`src/sv/assert_macros.svh`:
```
// Assertion macros for the allocator RTL.
`ifndef ASSERT_MACROS_SVH
`define ASSERT_MACROS_SVH

// Clocked assertion, switched off while reset is high.
`define ASSERT_RST(label, clk, rst, prop) \
  label: assert property (@(posedge clk) disable iff (rst) prop) \
    else $error("assertion failed");

// Clocked assertion that also holds across reset.
`define ASSERT_ALWAYS(label, clk, prop) \
  label: assert property (@(posedge clk) prop) \
    else $error("assertion failed");

`endif

```
`src/sv/asa_pkg.sv`:
```
// Types and constants shared by the aligned stack allocator.
package asa_pkg;

  localparam int ADDR_W      = 32;
  localparam int SIZE_W      = 21;
  localparam int ALIGN_W     = 4;
  localparam int ALIGN_C_W   = 5;
  localparam int OFS_W       = 23;
  localparam int CFG_IDX_W   = 8;

  typedef enum logic [1:0] {
    K_ALLOC = 2'd0,
    K_FREE  = 2'd1,
    K_QUERY = 2'd2,
    K_RESET = 2'd3
  } kind_t;

  typedef enum logic [2:0] {
    ST_OK       = 3'd0,
    ST_NO_SPACE = 3'd1,
    ST_NOT_TOP  = 3'd2,
    ST_FULL     = 3'd3,
    ST_NULL     = 3'd4
  } status_t;

  localparam logic [CFG_IDX_W-1:0] CFG_BASE_ADDRESS = 8'd0;
  localparam logic [CFG_IDX_W-1:0] CFG_CAPACITY     = 8'd1;

  localparam logic [ADDR_W-1:0] BASE_RESET     = 32'd4096;
  localparam logic [SIZE_W-1:0] CAPACITY_RESET = 21'd65536;

  // Input transaction payload.
  typedef struct packed {
    kind_t               kind;
    logic [SIZE_W-1:0]   request_size;
    logic [ALIGN_W-1:0]  align_log2;
    logic [ADDR_W-1:0]   address;
  } cmd_req_t;

  // Result transaction payload.
  typedef struct packed {
    status_t             status;
    logic [ADDR_W-1:0]   block_address;
    logic [SIZE_W-1:0]   allocated_size;
    logic [SIZE_W-1:0]   used_bytes;
  } rsp_t;

  typedef struct packed {
    logic [CFG_IDX_W-1:0] index;
    logic [ADDR_W-1:0]    value;
  } cfg_wr_t;

  // Classified command as held in the queue.
  typedef struct packed {
    kind_t                kind;
    logic                 is_null;
    logic [SIZE_W-1:0]    request_size;
    logic [ALIGN_C_W-1:0] align;
    logic [ADDR_W-1:0]    address;
  } cmd_t;

  typedef struct packed {
    logic valid;
    logic full;
  } q_status_t;

  typedef enum logic [2:0] {
    S_IDLE,
    S_ALLOC_PAD,
    S_ALLOC_CHK,
    S_FREE_CHK,
    S_QUERY,
    S_DONE
  } back_state_t;

endpackage

```
`src/sv/asa_stream_if.sv`:
```
// Valid/ready channel carrying one payload type.
interface asa_stream_if #(parameter type T = logic) ();
  logic valid;
  logic ready;
  T     data;

  modport source (output valid, output data, input ready);
  modport sink   (input valid, input data, output ready);
endinterface

```
`src/sv/asa_front.sv`:
```
// Front end: accepts commands, clamps alignment, flags null addresses.
module asa_front import asa_pkg::*; #(
  parameter int MAX_ALIGN_LOG2 = 12
) (
  input  logic      in_valid,
  output logic      in_ready,
  input  cmd_req_t  in_data,
  input  q_status_t q_stat,
  output logic      push,
  output cmd_t      push_data
);

  localparam logic [ALIGN_C_W-1:0] ALIGN_MAX = ALIGN_C_W'(MAX_ALIGN_LOG2);

  logic [ALIGN_C_W-1:0] align_in;

  assign in_ready = !q_stat.full;
  assign push     = in_valid && in_ready;
  assign align_in = ALIGN_C_W'(in_data.align_log2);

  always_comb begin
    push_data.kind         = in_data.kind;
    push_data.is_null      = (in_data.address == '0);
    push_data.request_size = in_data.request_size;
    push_data.align        = (align_in > ALIGN_MAX) ? ALIGN_MAX : align_in;
    push_data.address      = in_data.address;
  end

endmodule

```
`src/sv/asa_cmd_queue.sv`:
```
// Two-entry command queue between front and back.
module asa_cmd_queue import asa_pkg::*; (
  input  logic      clk,
  input  logic      rst,
  input  logic      push,
  input  cmd_t      push_data,
  input  logic      pop,
  output cmd_t      pop_data,
  output q_status_t stat
);

  localparam int DEPTH = 2;
  localparam int PTR_W = $clog2(DEPTH);
  localparam int CNT_W = $clog2(DEPTH + 1);

  cmd_t             entries [DEPTH];
  logic [PTR_W-1:0] wr_ptr;
  logic [PTR_W-1:0] rd_ptr;
  logic [CNT_W-1:0] level;

  assign pop_data   = entries[rd_ptr];
  assign stat.valid = (level != '0);
  assign stat.full  = (level == CNT_W'(DEPTH));

  always_ff @(posedge clk) begin
    if (rst) begin
      wr_ptr <= '0;
      rd_ptr <= '0;
      level  <= '0;
    end else begin
      if (push) wr_ptr <= wr_ptr + 1'b1;
      if (pop)  rd_ptr <= rd_ptr + 1'b1;
      if (push && !pop)      level <= level + 1'b1;
      else if (pop && !push) level <= level - 1'b1;
    end
  end

  always_ff @(posedge clk) begin
    if (push) entries[wr_ptr] <= push_data;
  end

endmodule

```
`src/sv/asa_back.sv`:
```
// Back end: arena state, block record store and result register.
module asa_back import asa_pkg::*; #(
  parameter int HEADER_BYTES   = 16,
  parameter int MAX_BLOCKS     = 16,
  parameter int MAX_ALIGN_LOG2 = 12
) (
  input  logic      clk,
  input  logic      rst,
  input  logic      cfg_we,
  input  cfg_wr_t   cfg_wr,
  input  q_status_t q_stat,
  input  cmd_t      q_data,
  output logic      q_pop,
  output logic      rsp_valid,
  input  logic      rsp_ready,
  output rsp_t      rsp_data
);

  localparam int IDX_W = $clog2(MAX_BLOCKS);
  localparam int CNT_W = $clog2(MAX_BLOCKS + 1);
  localparam int PAD_W = (MAX_ALIGN_LOG2 > 0) ? MAX_ALIGN_LOG2 : 1;

  typedef struct packed {
    logic [SIZE_W-1:0] start;
    logic [SIZE_W-1:0] size;
    logic [OFS_W-1:0]  boff;   // offset of the block address from base
  } rec_t;

  back_state_t state, state_next;

  logic [ADDR_W-1:0] base_address;
  logic [SIZE_W-1:0] capacity;
  logic [SIZE_W-1:0] used_offset, used_next;
  logic [CNT_W-1:0]  block_count, count_next;
  logic              used_we, count_we;

  rec_t              rec_mem [MAX_BLOCKS];
  rec_t              rd_data;
  rec_t              wr_rec;
  logic [IDX_W-1:0]  rd_addr;
  logic              mem_we;

  cmd_t              cur;
  logic              cur_we;
  logic [ADDR_W:0]   newb;
  logic [OFS_W-1:0]  hdr_end;
  logic [PAD_W-1:0]  pad, pad_c;
  logic [ADDR_W+1:0] aligned_c;
  logic [OFS_W-1:0]  boff_c, end_c;

  logic [IDX_W-1:0]  scan_idx;
  logic [CNT_W-1:0]  issue_left;
  logic              chk_valid, scan_step;

  status_t           res_status, res_status_c;
  logic [ADDR_W-1:0] res_blk, res_blk_c;
  logic [SIZE_W-1:0] res_size, res_size_c;
  logic              res_we, load_out;

  logic              cnt_full, cnt_zero, alloc_fail, rec_match, scan_miss;
  logic [IDX_W-1:0]  cnt_m1;
  logic [CNT_W-1:0]  cnt_dec;

  assign cnt_full  = (block_count >= CNT_W'(MAX_BLOCKS));
  assign cnt_zero  = (block_count == '0);
  assign cnt_dec   = block_count - 1'b1;
  assign cnt_m1    = cnt_dec[IDX_W-1:0];

  // Padding up to the requested power of two, from the low bits only.
  assign pad_c     = (~newb[PAD_W-1:0] + 1'b1) & ~({PAD_W{1'b1}} << cur.align);
  assign aligned_c = {1'b0, newb} + (ADDR_W+2)'(pad);
  assign boff_c    = hdr_end + OFS_W'(pad);
  assign end_c     = boff_c + OFS_W'(cur.request_size);
  assign alloc_fail = (end_c > OFS_W'(capacity)) || (aligned_c[ADDR_W+1:ADDR_W] != '0);

  assign rec_match = ((ADDR_W+1)'(base_address) + (ADDR_W+1)'(rd_data.boff))
                     == (ADDR_W+1)'(cur.address);
  assign scan_miss = !chk_valid && (issue_left == '0);
  assign scan_step = (state == S_QUERY) && (issue_left != '0);
  assign load_out  = (state == S_DONE) && (!rsp_valid || rsp_ready);

  assign wr_rec.start = used_offset;
  assign wr_rec.size  = cur.request_size;
  assign wr_rec.boff  = boff_c;

  // Next state
  always_comb begin
    state_next = state;
    unique case (state)
      S_IDLE: begin
        if (q_stat.valid) begin
          unique case (q_data.kind)
            K_ALLOC: state_next = cnt_full ? S_DONE : S_ALLOC_PAD;
            K_FREE:  state_next = (q_data.is_null || cnt_zero) ? S_DONE : S_FREE_CHK;
            K_QUERY: state_next = (q_data.is_null || cnt_zero) ? S_DONE : S_QUERY;
            K_RESET: state_next = S_DONE;
          endcase
        end
      end
      S_ALLOC_PAD: state_next = S_ALLOC_CHK;
      S_ALLOC_CHK: state_next = S_DONE;
      S_FREE_CHK:  state_next = S_DONE;
      S_QUERY: begin
        if ((chk_valid && rec_match) || scan_miss) state_next = S_DONE;
      end
      S_DONE: begin
        if (!rsp_valid || rsp_ready) state_next = S_IDLE;
      end
      default: state_next = S_IDLE;
    endcase
  end

  // Control and datapath selects
  always_comb begin
    q_pop        = 1'b0;
    cur_we       = 1'b0;
    rd_addr      = cnt_m1;
    mem_we       = 1'b0;
    used_we      = 1'b0;
    used_next    = used_offset;
    count_we     = 1'b0;
    count_next   = block_count;
    res_we       = 1'b0;
    res_status_c = ST_OK;
    res_blk_c    = '0;
    res_size_c   = '0;
    unique case (state)
      S_IDLE: begin
        if (q_stat.valid) begin
          q_pop  = 1'b1;
          cur_we = 1'b1;
          res_we = 1'b1;
          unique case (q_data.kind)
            K_ALLOC: if (cnt_full) res_status_c = ST_FULL;
            K_FREE: begin
              if (q_data.is_null) res_status_c = ST_NULL;
              else if (cnt_zero)  res_status_c = ST_NOT_TOP;
            end
            K_QUERY: if (q_data.is_null) res_status_c = ST_NULL;
            K_RESET: begin
              used_we    = 1'b1;
              used_next  = '0;
              count_we   = 1'b1;
              count_next = '0;
            end
          endcase
        end
      end
      S_ALLOC_PAD: ;
      S_ALLOC_CHK: begin
        res_we = 1'b1;
        if (alloc_fail) begin
          res_status_c = ST_NO_SPACE;
        end else begin
          mem_we     = 1'b1;
          count_we   = 1'b1;
          count_next = block_count + 1'b1;
          used_we    = 1'b1;
          used_next  = end_c[SIZE_W-1:0];
          res_blk_c  = aligned_c[ADDR_W-1:0];
        end
      end
      S_FREE_CHK: begin
        res_we = 1'b1;
        if (rec_match) begin
          count_we   = 1'b1;
          count_next = cnt_dec;
          used_we    = 1'b1;
          used_next  = rd_data.start;
        end else begin
          res_status_c = ST_NOT_TOP;
        end
      end
      S_QUERY: begin
        rd_addr = scan_idx;
        if (chk_valid && rec_match) begin
          res_we     = 1'b1;
          res_size_c = rd_data.size;
        end else if (scan_miss) begin
          res_we = 1'b1;
        end
      end
      S_DONE: ;
      default: ;
    endcase
  end

  always_ff @(posedge clk) begin
    if (rst) begin
      state        <= S_IDLE;
      base_address <= BASE_RESET;
      capacity     <= CAPACITY_RESET;
      used_offset  <= '0;
      block_count  <= '0;
      rsp_valid    <= 1'b0;
    end else begin
      state <= state_next;
      if (cfg_we) begin
        priority if (cfg_wr.index == CFG_BASE_ADDRESS) begin
          base_address <= cfg_wr.value;
        end else if (cfg_wr.index == CFG_CAPACITY) begin
          capacity <= cfg_wr.value[SIZE_W-1:0];
        end
      end
      if (used_we)  used_offset <= used_next;
      if (count_we) block_count <= count_next;
      if (load_out)       rsp_valid <= 1'b1;
      else if (rsp_ready) rsp_valid <= 1'b0;
    end
  end

  // Record store: one write port, one registered read port
  always_ff @(posedge clk) begin
    if (mem_we) rec_mem[block_count[IDX_W-1:0]] <= wr_rec;
    rd_data <= rec_mem[rd_addr];
  end

  always_ff @(posedge clk) begin
    pad       <= pad_c;
    chk_valid <= scan_step;
    if (cur_we) begin
      cur        <= q_data;
      newb       <= (ADDR_W+1)'(base_address) + (ADDR_W+1)'(used_offset)
                    + (ADDR_W+1)'(HEADER_BYTES);
      hdr_end    <= OFS_W'(used_offset) + OFS_W'(HEADER_BYTES);
      scan_idx   <= cnt_m1;
      issue_left <= block_count;
    end else if (scan_step) begin
      scan_idx   <= scan_idx - 1'b1;
      issue_left <= issue_left - 1'b1;
    end
    if (res_we) begin
      res_status <= res_status_c;
      res_blk    <= res_blk_c;
      res_size   <= res_size_c;
    end
    if (load_out) begin
      rsp_data.status         <= res_status;
      rsp_data.block_address  <= res_blk;
      rsp_data.allocated_size <= res_size;
      rsp_data.used_bytes     <= used_offset;
    end
  end

endmodule

```
`src/sv/aligned_stack_allocator.sv`:
```
// LIFO arena allocator with aligned blocks and a record stack.
// Channels: cmd takes one operation per transaction (allocate, free, query,
// reset); rsp returns one result transaction per command, in order; cfg
// writes base_address (index 0) and capacity (index 1) and is always ready.
// Commands pass a classifying front end into a two-entry queue; the back end
// works one command at a time. From the queue, allocate passes S_ALLOC_PAD
// and S_ALLOC_CHK, free passes S_FREE_CHK, a query scans in S_QUERY until a
// hit or past every live block (the record store is read one entry a cycle,
// top first), and reset, null or empty-stack free or query, and allocate on a
// full record stack go straight to S_DONE, which moves the result register
// into the output register and raises rsp.valid. Commands are popped only
// in S_IDLE. When rsp is stalled the finished result waits in the output
// register and the back end holds; the queue keeps taking commands until
// it is full. Reset empties the queue and the output register, clears the
// offset and block count and loads the configuration defaults. The record
// store needs no clearing: only entries below the block count are read.
`include "assert_macros.svh"

module aligned_stack_allocator import asa_pkg::*; #(
  parameter int HEADER_BYTES   = 16,
  parameter int MAX_BLOCKS     = 16,
  parameter int MAX_ALIGN_LOG2 = 12
) (
  input logic          clk,
  input logic          rst,
  asa_stream_if.sink   cmd,
  asa_stream_if.source rsp,
  asa_stream_if.sink   cfg
);

  q_status_t q_stat;
  logic      push, q_pop;
  cmd_t      push_data, q_data;
  cfg_wr_t   cfg_wr;
  logic      rsp_no_space;

  assign cfg.ready    = 1'b1;
  assign cfg_wr       = cfg.data;
  assign rsp_no_space = rsp.valid && (rsp.data.status == ST_NO_SPACE);

  asa_front #(
    .MAX_ALIGN_LOG2 (MAX_ALIGN_LOG2)
  ) u_front (
    .in_valid  (cmd.valid),
    .in_ready  (cmd.ready),
    .in_data   (cmd.data),
    .q_stat    (q_stat),
    .push      (push),
    .push_data (push_data)
  );

  asa_cmd_queue u_queue (
    .clk       (clk),
    .rst       (rst),
    .push      (push),
    .push_data (push_data),
    .pop       (q_pop),
    .pop_data  (q_data),
    .stat      (q_stat)
  );

  asa_back #(
    .HEADER_BYTES   (HEADER_BYTES),
    .MAX_BLOCKS     (MAX_BLOCKS),
    .MAX_ALIGN_LOG2 (MAX_ALIGN_LOG2)
  ) u_back (
    .clk       (clk),
    .rst       (rst),
    .cfg_we    (cfg.valid),
    .cfg_wr    (cfg_wr),
    .q_stat    (q_stat),
    .q_data    (q_data),
    .q_pop     (q_pop),
    .rsp_valid (rsp.valid),
    .rsp_ready (rsp.ready),
    .rsp_data  (rsp.data)
  );

  `ASSERT_ALWAYS(a_reset_empties, clk, rst |=> !rsp.valid && !q_stat.valid)
  `ASSERT_RST(a_pop_spaced, clk, rst, q_pop |=> !q_pop)
  `ASSERT_RST(a_full_blocks_cmd, clk, rst, q_stat.full |-> !cmd.ready)
  `ASSERT_RST(a_no_space_null, clk, rst, rsp_no_space |-> rsp.data.block_address == '0)

endmodule

```
`src/flat_wrapper.sv`:
```
// flat-port wrapper written by rule: the top's interface ports become plain ports
module aligned_stack_allocator_flat import asa_pkg::*;
#(
  parameter int HEADER_BYTES   = 16,
  parameter int MAX_BLOCKS     = 16,
  parameter int MAX_ALIGN_LOG2 = 12
)
  (clk, rst, cmd_valid, cmd_data, cmd_ready, rsp_valid, rsp_data, rsp_ready, cfg_valid, cfg_data, cfg_ready);
  asa_stream_if #(.T(cmd_req_t)) cmd_i ();
  asa_stream_if #(.T(rsp_t)) rsp_i ();
  asa_stream_if #(.T(cfg_wr_t)) cfg_i ();
  input logic clk;
  input logic rst;
  input wire logic [$bits(cmd_i.valid)-1:0] cmd_valid;
  input wire logic [$bits(cmd_i.data)-1:0] cmd_data;
  output wire logic [$bits(cmd_i.ready)-1:0] cmd_ready;
  output wire logic [$bits(rsp_i.valid)-1:0] rsp_valid;
  output wire logic [$bits(rsp_i.data)-1:0] rsp_data;
  input wire logic [$bits(rsp_i.ready)-1:0] rsp_ready;
  input wire logic [$bits(cfg_i.valid)-1:0] cfg_valid;
  input wire logic [$bits(cfg_i.data)-1:0] cfg_data;
  output wire logic [$bits(cfg_i.ready)-1:0] cfg_ready;
  assign cmd_i.valid = cmd_valid;
  assign cmd_i.data = cmd_data;
  assign cmd_ready = cmd_i.ready;
  assign rsp_valid = rsp_i.valid;
  assign rsp_data = rsp_i.data;
  assign rsp_i.ready = rsp_ready;
  assign cfg_i.valid = cfg_valid;
  assign cfg_i.data = cfg_data;
  assign cfg_ready = cfg_i.ready;
  aligned_stack_allocator #(.HEADER_BYTES(HEADER_BYTES), .MAX_BLOCKS(MAX_BLOCKS), .MAX_ALIGN_LOG2(MAX_ALIGN_LOG2)) u_core (.clk(clk), .rst(rst), .cmd(cmd_i), .rsp(rsp_i), .cfg(cfg_i));
endmodule
```
`config.mk`:
```
export PLATFORM = sky130hd
export DESIGN_NAME = aligned_stack_allocator_flat
export DESIGN_NICKNAME = d
export VERILOG_FILES = /design/src/sv/asa_pkg.sv /design/src/sv/asa_stream_if.sv /design/src/sv/asa_front.sv /design/src/sv/asa_cmd_queue.sv /design/src/sv/asa_back.sv /design/src/sv/aligned_stack_allocator.sv /design/src/flat_wrapper.sv
export VERILOG_INCLUDE_DIRS = /design/src /design/src/sv
export SDC_FILE = /design/constraint.sdc
export NUM_CORES = 2
export LEC_CHECK = 0
export ABC_AREA = 1
export CAP_MARGIN = 20
export CORE_MARGIN = 3
export CORE_UTILIZATION = 38
export CTS_CLUSTER_DIAMETER = 150
export DETAILED_ROUTE_END_ITERATION = 6
export DONT_BUFFER_PORTS = 1
export SETUP_SLACK_MARGIN = 0.05
export SKIP_LAST_GASP = 1
export SLEW_MARGIN = 20
export SYNTH_ARGS = -nofsm -noshare
export SYNTH_HDL_FRONTEND = slang
export SYNTH_HIERARCHICAL = 1
export SYNTH_SLANG_ARGS = --single-unit
```
`constraint.sdc`:
```
create_clock -name clk -period 7.5 [get_ports clk]
set_input_delay 1.5 -clock clk [delete_from_list [all_inputs] [get_ports clk]]
set_output_delay 1.5 -clock clk [all_outputs]
set_load 0.05 [all_outputs]
```
==> flow_summary.yaml <==
worst_setup_path:
  critical_path.endpoint_type: "register"
  cp-start-kind: "register"
  cp_data_required_time_ns: 7.92
  worst_ep_arrival_time_ns: 7.50
  max_stage_delay_ns: 0.50
  crit_path_top_delay_cell: "buf_4"
  path_max_fanout: 32
  critPathKind: "reg2reg"
  cp_common_cell: "o21ai_0"
clock_tree:
  cts_tree: "yes"
  cts_buffer_depth: 3
  cts-hold-fix-buffers: 0
  cts_resized: 0
  cts_buffers: 163
  htreeDepth: 4
  post_cts_buffers: 0
  worst_skew_pair.late_latency_ns: 0.80
  cts_root_buffer: "clkbuf_16"
  path_clk_slew_ns: 0.06
  cts_sinks: 1583
placement:
  numPortBuffers: 0
  globalplace.congestion: 0.923
  hpwl_um: 121000
drt:
  wl_met3_um: 14400
  post_drt_wl_per_cell_um: 24.0
  drt_wl_total_um: 190000
  vias: 43200
  viasPerCell: 5.46
  ant_nets: 0
  drc_errors: 0
  drtIter0Drc: 5046
  wl_met2_um: 87900
  topRoutingLayerUsed: "met5"
  drt-pass1-iter-count: 5
  met1Wirelength_um: 82500
floorplan:
  die_y_um: 425
  io_pins: 184
  die_w_um: 425
  coreArea_mm2: 0.174
  dieArea_mm2: 0.181
  placementRows: 153
  start_util: 0.383
logic_synthesis:
  synth_seq_area_share: 0.687
  synth.avg_cell_area_um2: 12.2
  synth_edf_count: 1417
  synth.largest_area_cell: "edfxtp_1"
  synth_area_mm2: 0.0668
  synthCells: 5474
  synth_top_area_frac: 0.637
  yosysUniqueCellTypes: 60
  synth_warnings: 6
  synthTopCellsByArea: "edfxtp_1 (64%), dfxtp_1 (5.0%), nor2_1 (4.8%)"
  syn-num-nets: 5726
  ys.flop_type: "edfxtp_1"
  synth_seq_cells: 1583
  synthArstFlopShare: 0
sta:
  fin_crit_sh: 0.944
  fin_skew_ns: 0.0313
  worstMarginPinSlew_ns: 1.14
  period_minus_slack_ns: 7.08
  report.final.setup_viol: 0
  hold_viol: 0
  finalHoldWorstSlack_ns: 0.401
  slew_viol_final: 0
  rsz0062_at_grt: "yes"
  maxSlewHeadroom: 0.242
  max_freq_mhz: 141
grt:
  grt_usage: 0.205
  grt_antenna_before_repair: 13
  grt_pass1_vias: 40700
  grt.overflow.total: 0
  grt_max_degree: 228
  grt_pass1_wl_um: 277000
min_path:
  hp-class: "reg2reg"
final_layout:
  drive_above_1_share: 0.0829
  area_delta_synth_final_pct: 11.9
  nets: 5691
  fill_cells: 15900
outcome:
  outcome: "finished, final reports clean"
job:
  cap_violations: 0
==> final cells by class <==
cell class                 count  area (um2)  share of cell area
antenna                        4        10.0            0.000134
clock buffer                 232        4540              0.0608
timing repair buffer         114        1100              0.0148
inverter                     322        1230              0.0164
sequential                  1583       45900               0.614
tap                         2325        2910              0.0389
clock inverter                69         668             0.00894
multi-input combinational   3255       18400               0.246
==> Yosys cell counts, types with 4 or more instances <==
library cell / count
inv_1: 312
xnor2_1: 52
nand2_2: 4
clkbuf_1: 221
buf_4: 59
nand3_1: 185
a21oi_1: 153
nand2_1: 531
o21ai_1: 29
edfxtp_1: 1417
a21o_1: 7
nand4_1: 26
o21bai_1: 7
a31oi_1: 7
fa_1: 5
buf_12: 6
o211ai_1: 54
xor2_1: 99
inv_2: 6
nand3b_1: 9
nor3_1: 44
o22ai_1: 51
a22o_1: 16
mux2_4: 60
o21ai_0: 640
nor2_2: 5
nor2_1: 858
dfxtp_1: 166
nor3b_1: 7
buf_2: 5
o21a_1: 4
a21boi_0: 6
buf_1: 20
nor4_1: 8
ha_1: 143
a211oi_1: 6
o221ai_1: 212
==> through the flow <==
| stage | TNS (ns) | cell area (um2) | setup WS (ns) | util | cells |
|---|---|---|---|---|---|
| 2_1_floorplan | -754.55 | 66800 | -0.726 | - | 5474 |
| 3_3_place_gp | 0 | 69500 | 0.575 | 0.398 | 7598 |
| 3_5_place_dp | 0 | 69500 | 0.574 | 0.399 | 7599 |
| 4_1_cts | 0 | 74700 | 0.544 | 0.428 | 7900 |
| 5_1_grt | -0.771 | 74800 | -0.0248 | 0.429 | 7900 |
| 6_report | 0 | 74800 | 0.420 | 0.429 | 7904 |
==> cells in the final DEF (no fill, tap or decap), types with 16 or more instances in the layout <==
master     netlist  final
nand3_1        185    185
mux2_4          60     60
buf_4           59     90
ha_1           143    143
nor3_1          44     44
xor2_1          99     99
clkinv_2         1     18
a22o_1          16     16
nand4_1         26     26
clkbuf_1       221     53
inv_1          312    309
nand2_1        531    531
xnor2_1         52     52
edfxtp_1      1417   1417
o21ai_1         29     27
dfxtp_1        166    163
o22ai_1         51     51
nor2_4           0     20
a21oi_1        153    153
o211ai_1        54     54
o21ai_0        640    637
buf_12           6     18
o221ai_1       212    212
clkbuf_16        0    167
clkinv_1         3     25
nor2_1         858    837
==> kinds of logic after synthesis <==
kind of cell / synth area share
AOI/OAI and AO/OA: 0.108
xor gates and xnor gates: 0.0201
adders and majority gates: 0.0283
buffers and inverters: 0.0409
DFF: 0.687
muxes: 0.0136
other: 0.000112
and+or+nand+nor: 0.103
==> worst paths after layout <==
kind	to	cells after the start	start	slack, ns
max	u_core/u_back/rec_mem[15][38]	29	u_core/u_back/hdr_end[2]	0.42
min	u_core/u_back/rsp_data[76]	0	u_core/u_back/res_status[2]	0.40
max reg2reg	u_core/u_back/rec_mem[15][38]	29	u_core/u_back/hdr_end[2]	0.42
min reg2reg	u_core/u_back/rsp_data[76]	0	u_core/u_back/res_status[2]	0.40
==> sequential cells by signal, indices dropped and copies added (netlist names), named ones only <==
register / count
u_core/u_back/base_address: 32
u_core/u_back/block_count: 5
u_core/u_back/capacity: 21
u_core/u_back/chk_valid: 1
u_core/u_back/cur: 58
u_core/u_back/hdr_end: 22
u_core/u_back/issue_left: 5
u_core/u_back/newb: 33
u_core/u_back/pad: 12
u_core/u_back/rd_data: 65
u_core/u_back/rec_mem: 1040
u_core/u_back/res_blk: 32
u_core/u_back/res_size: 21
u_core/u_back/res_status: 3
u_core/u_back/rsp_data: 77
u_core/u_back/rsp_valid: 1
u_core/u_back/scan_idx: 4
u_core/u_back/state: 3
u_core/u_back/used_offset: 21
u_core/u_queue/entries: 122
u_core/u_queue/level: 2
u_core/u_queue/rd_ptr: 1
u_core/u_queue/wr_ptr: 1
==> critical path: cells and delay by family, from the launching register on <==
family	cells	cell delay, ns
AO/OA/AOI/OAI	13	2.56
buffers and inverters	4	0.79
adder cells (fa/ha/maj)	3	1.07
AND/OR/NAND/NOR	7	1.11
XOR/XNOR	2	0.76
flip-flops	1	0.37
==> layer usage <==
layer	vias up	global-route usage
li1	19700	-
met1	21500	0.292
met2	1748	0.320
met3	249	0.0356
met4	4	0.0596
met5	-	0
Power is not shown: default switching activity piles up to over one toggle a cycle in this logic, so the estimate is an artifact.
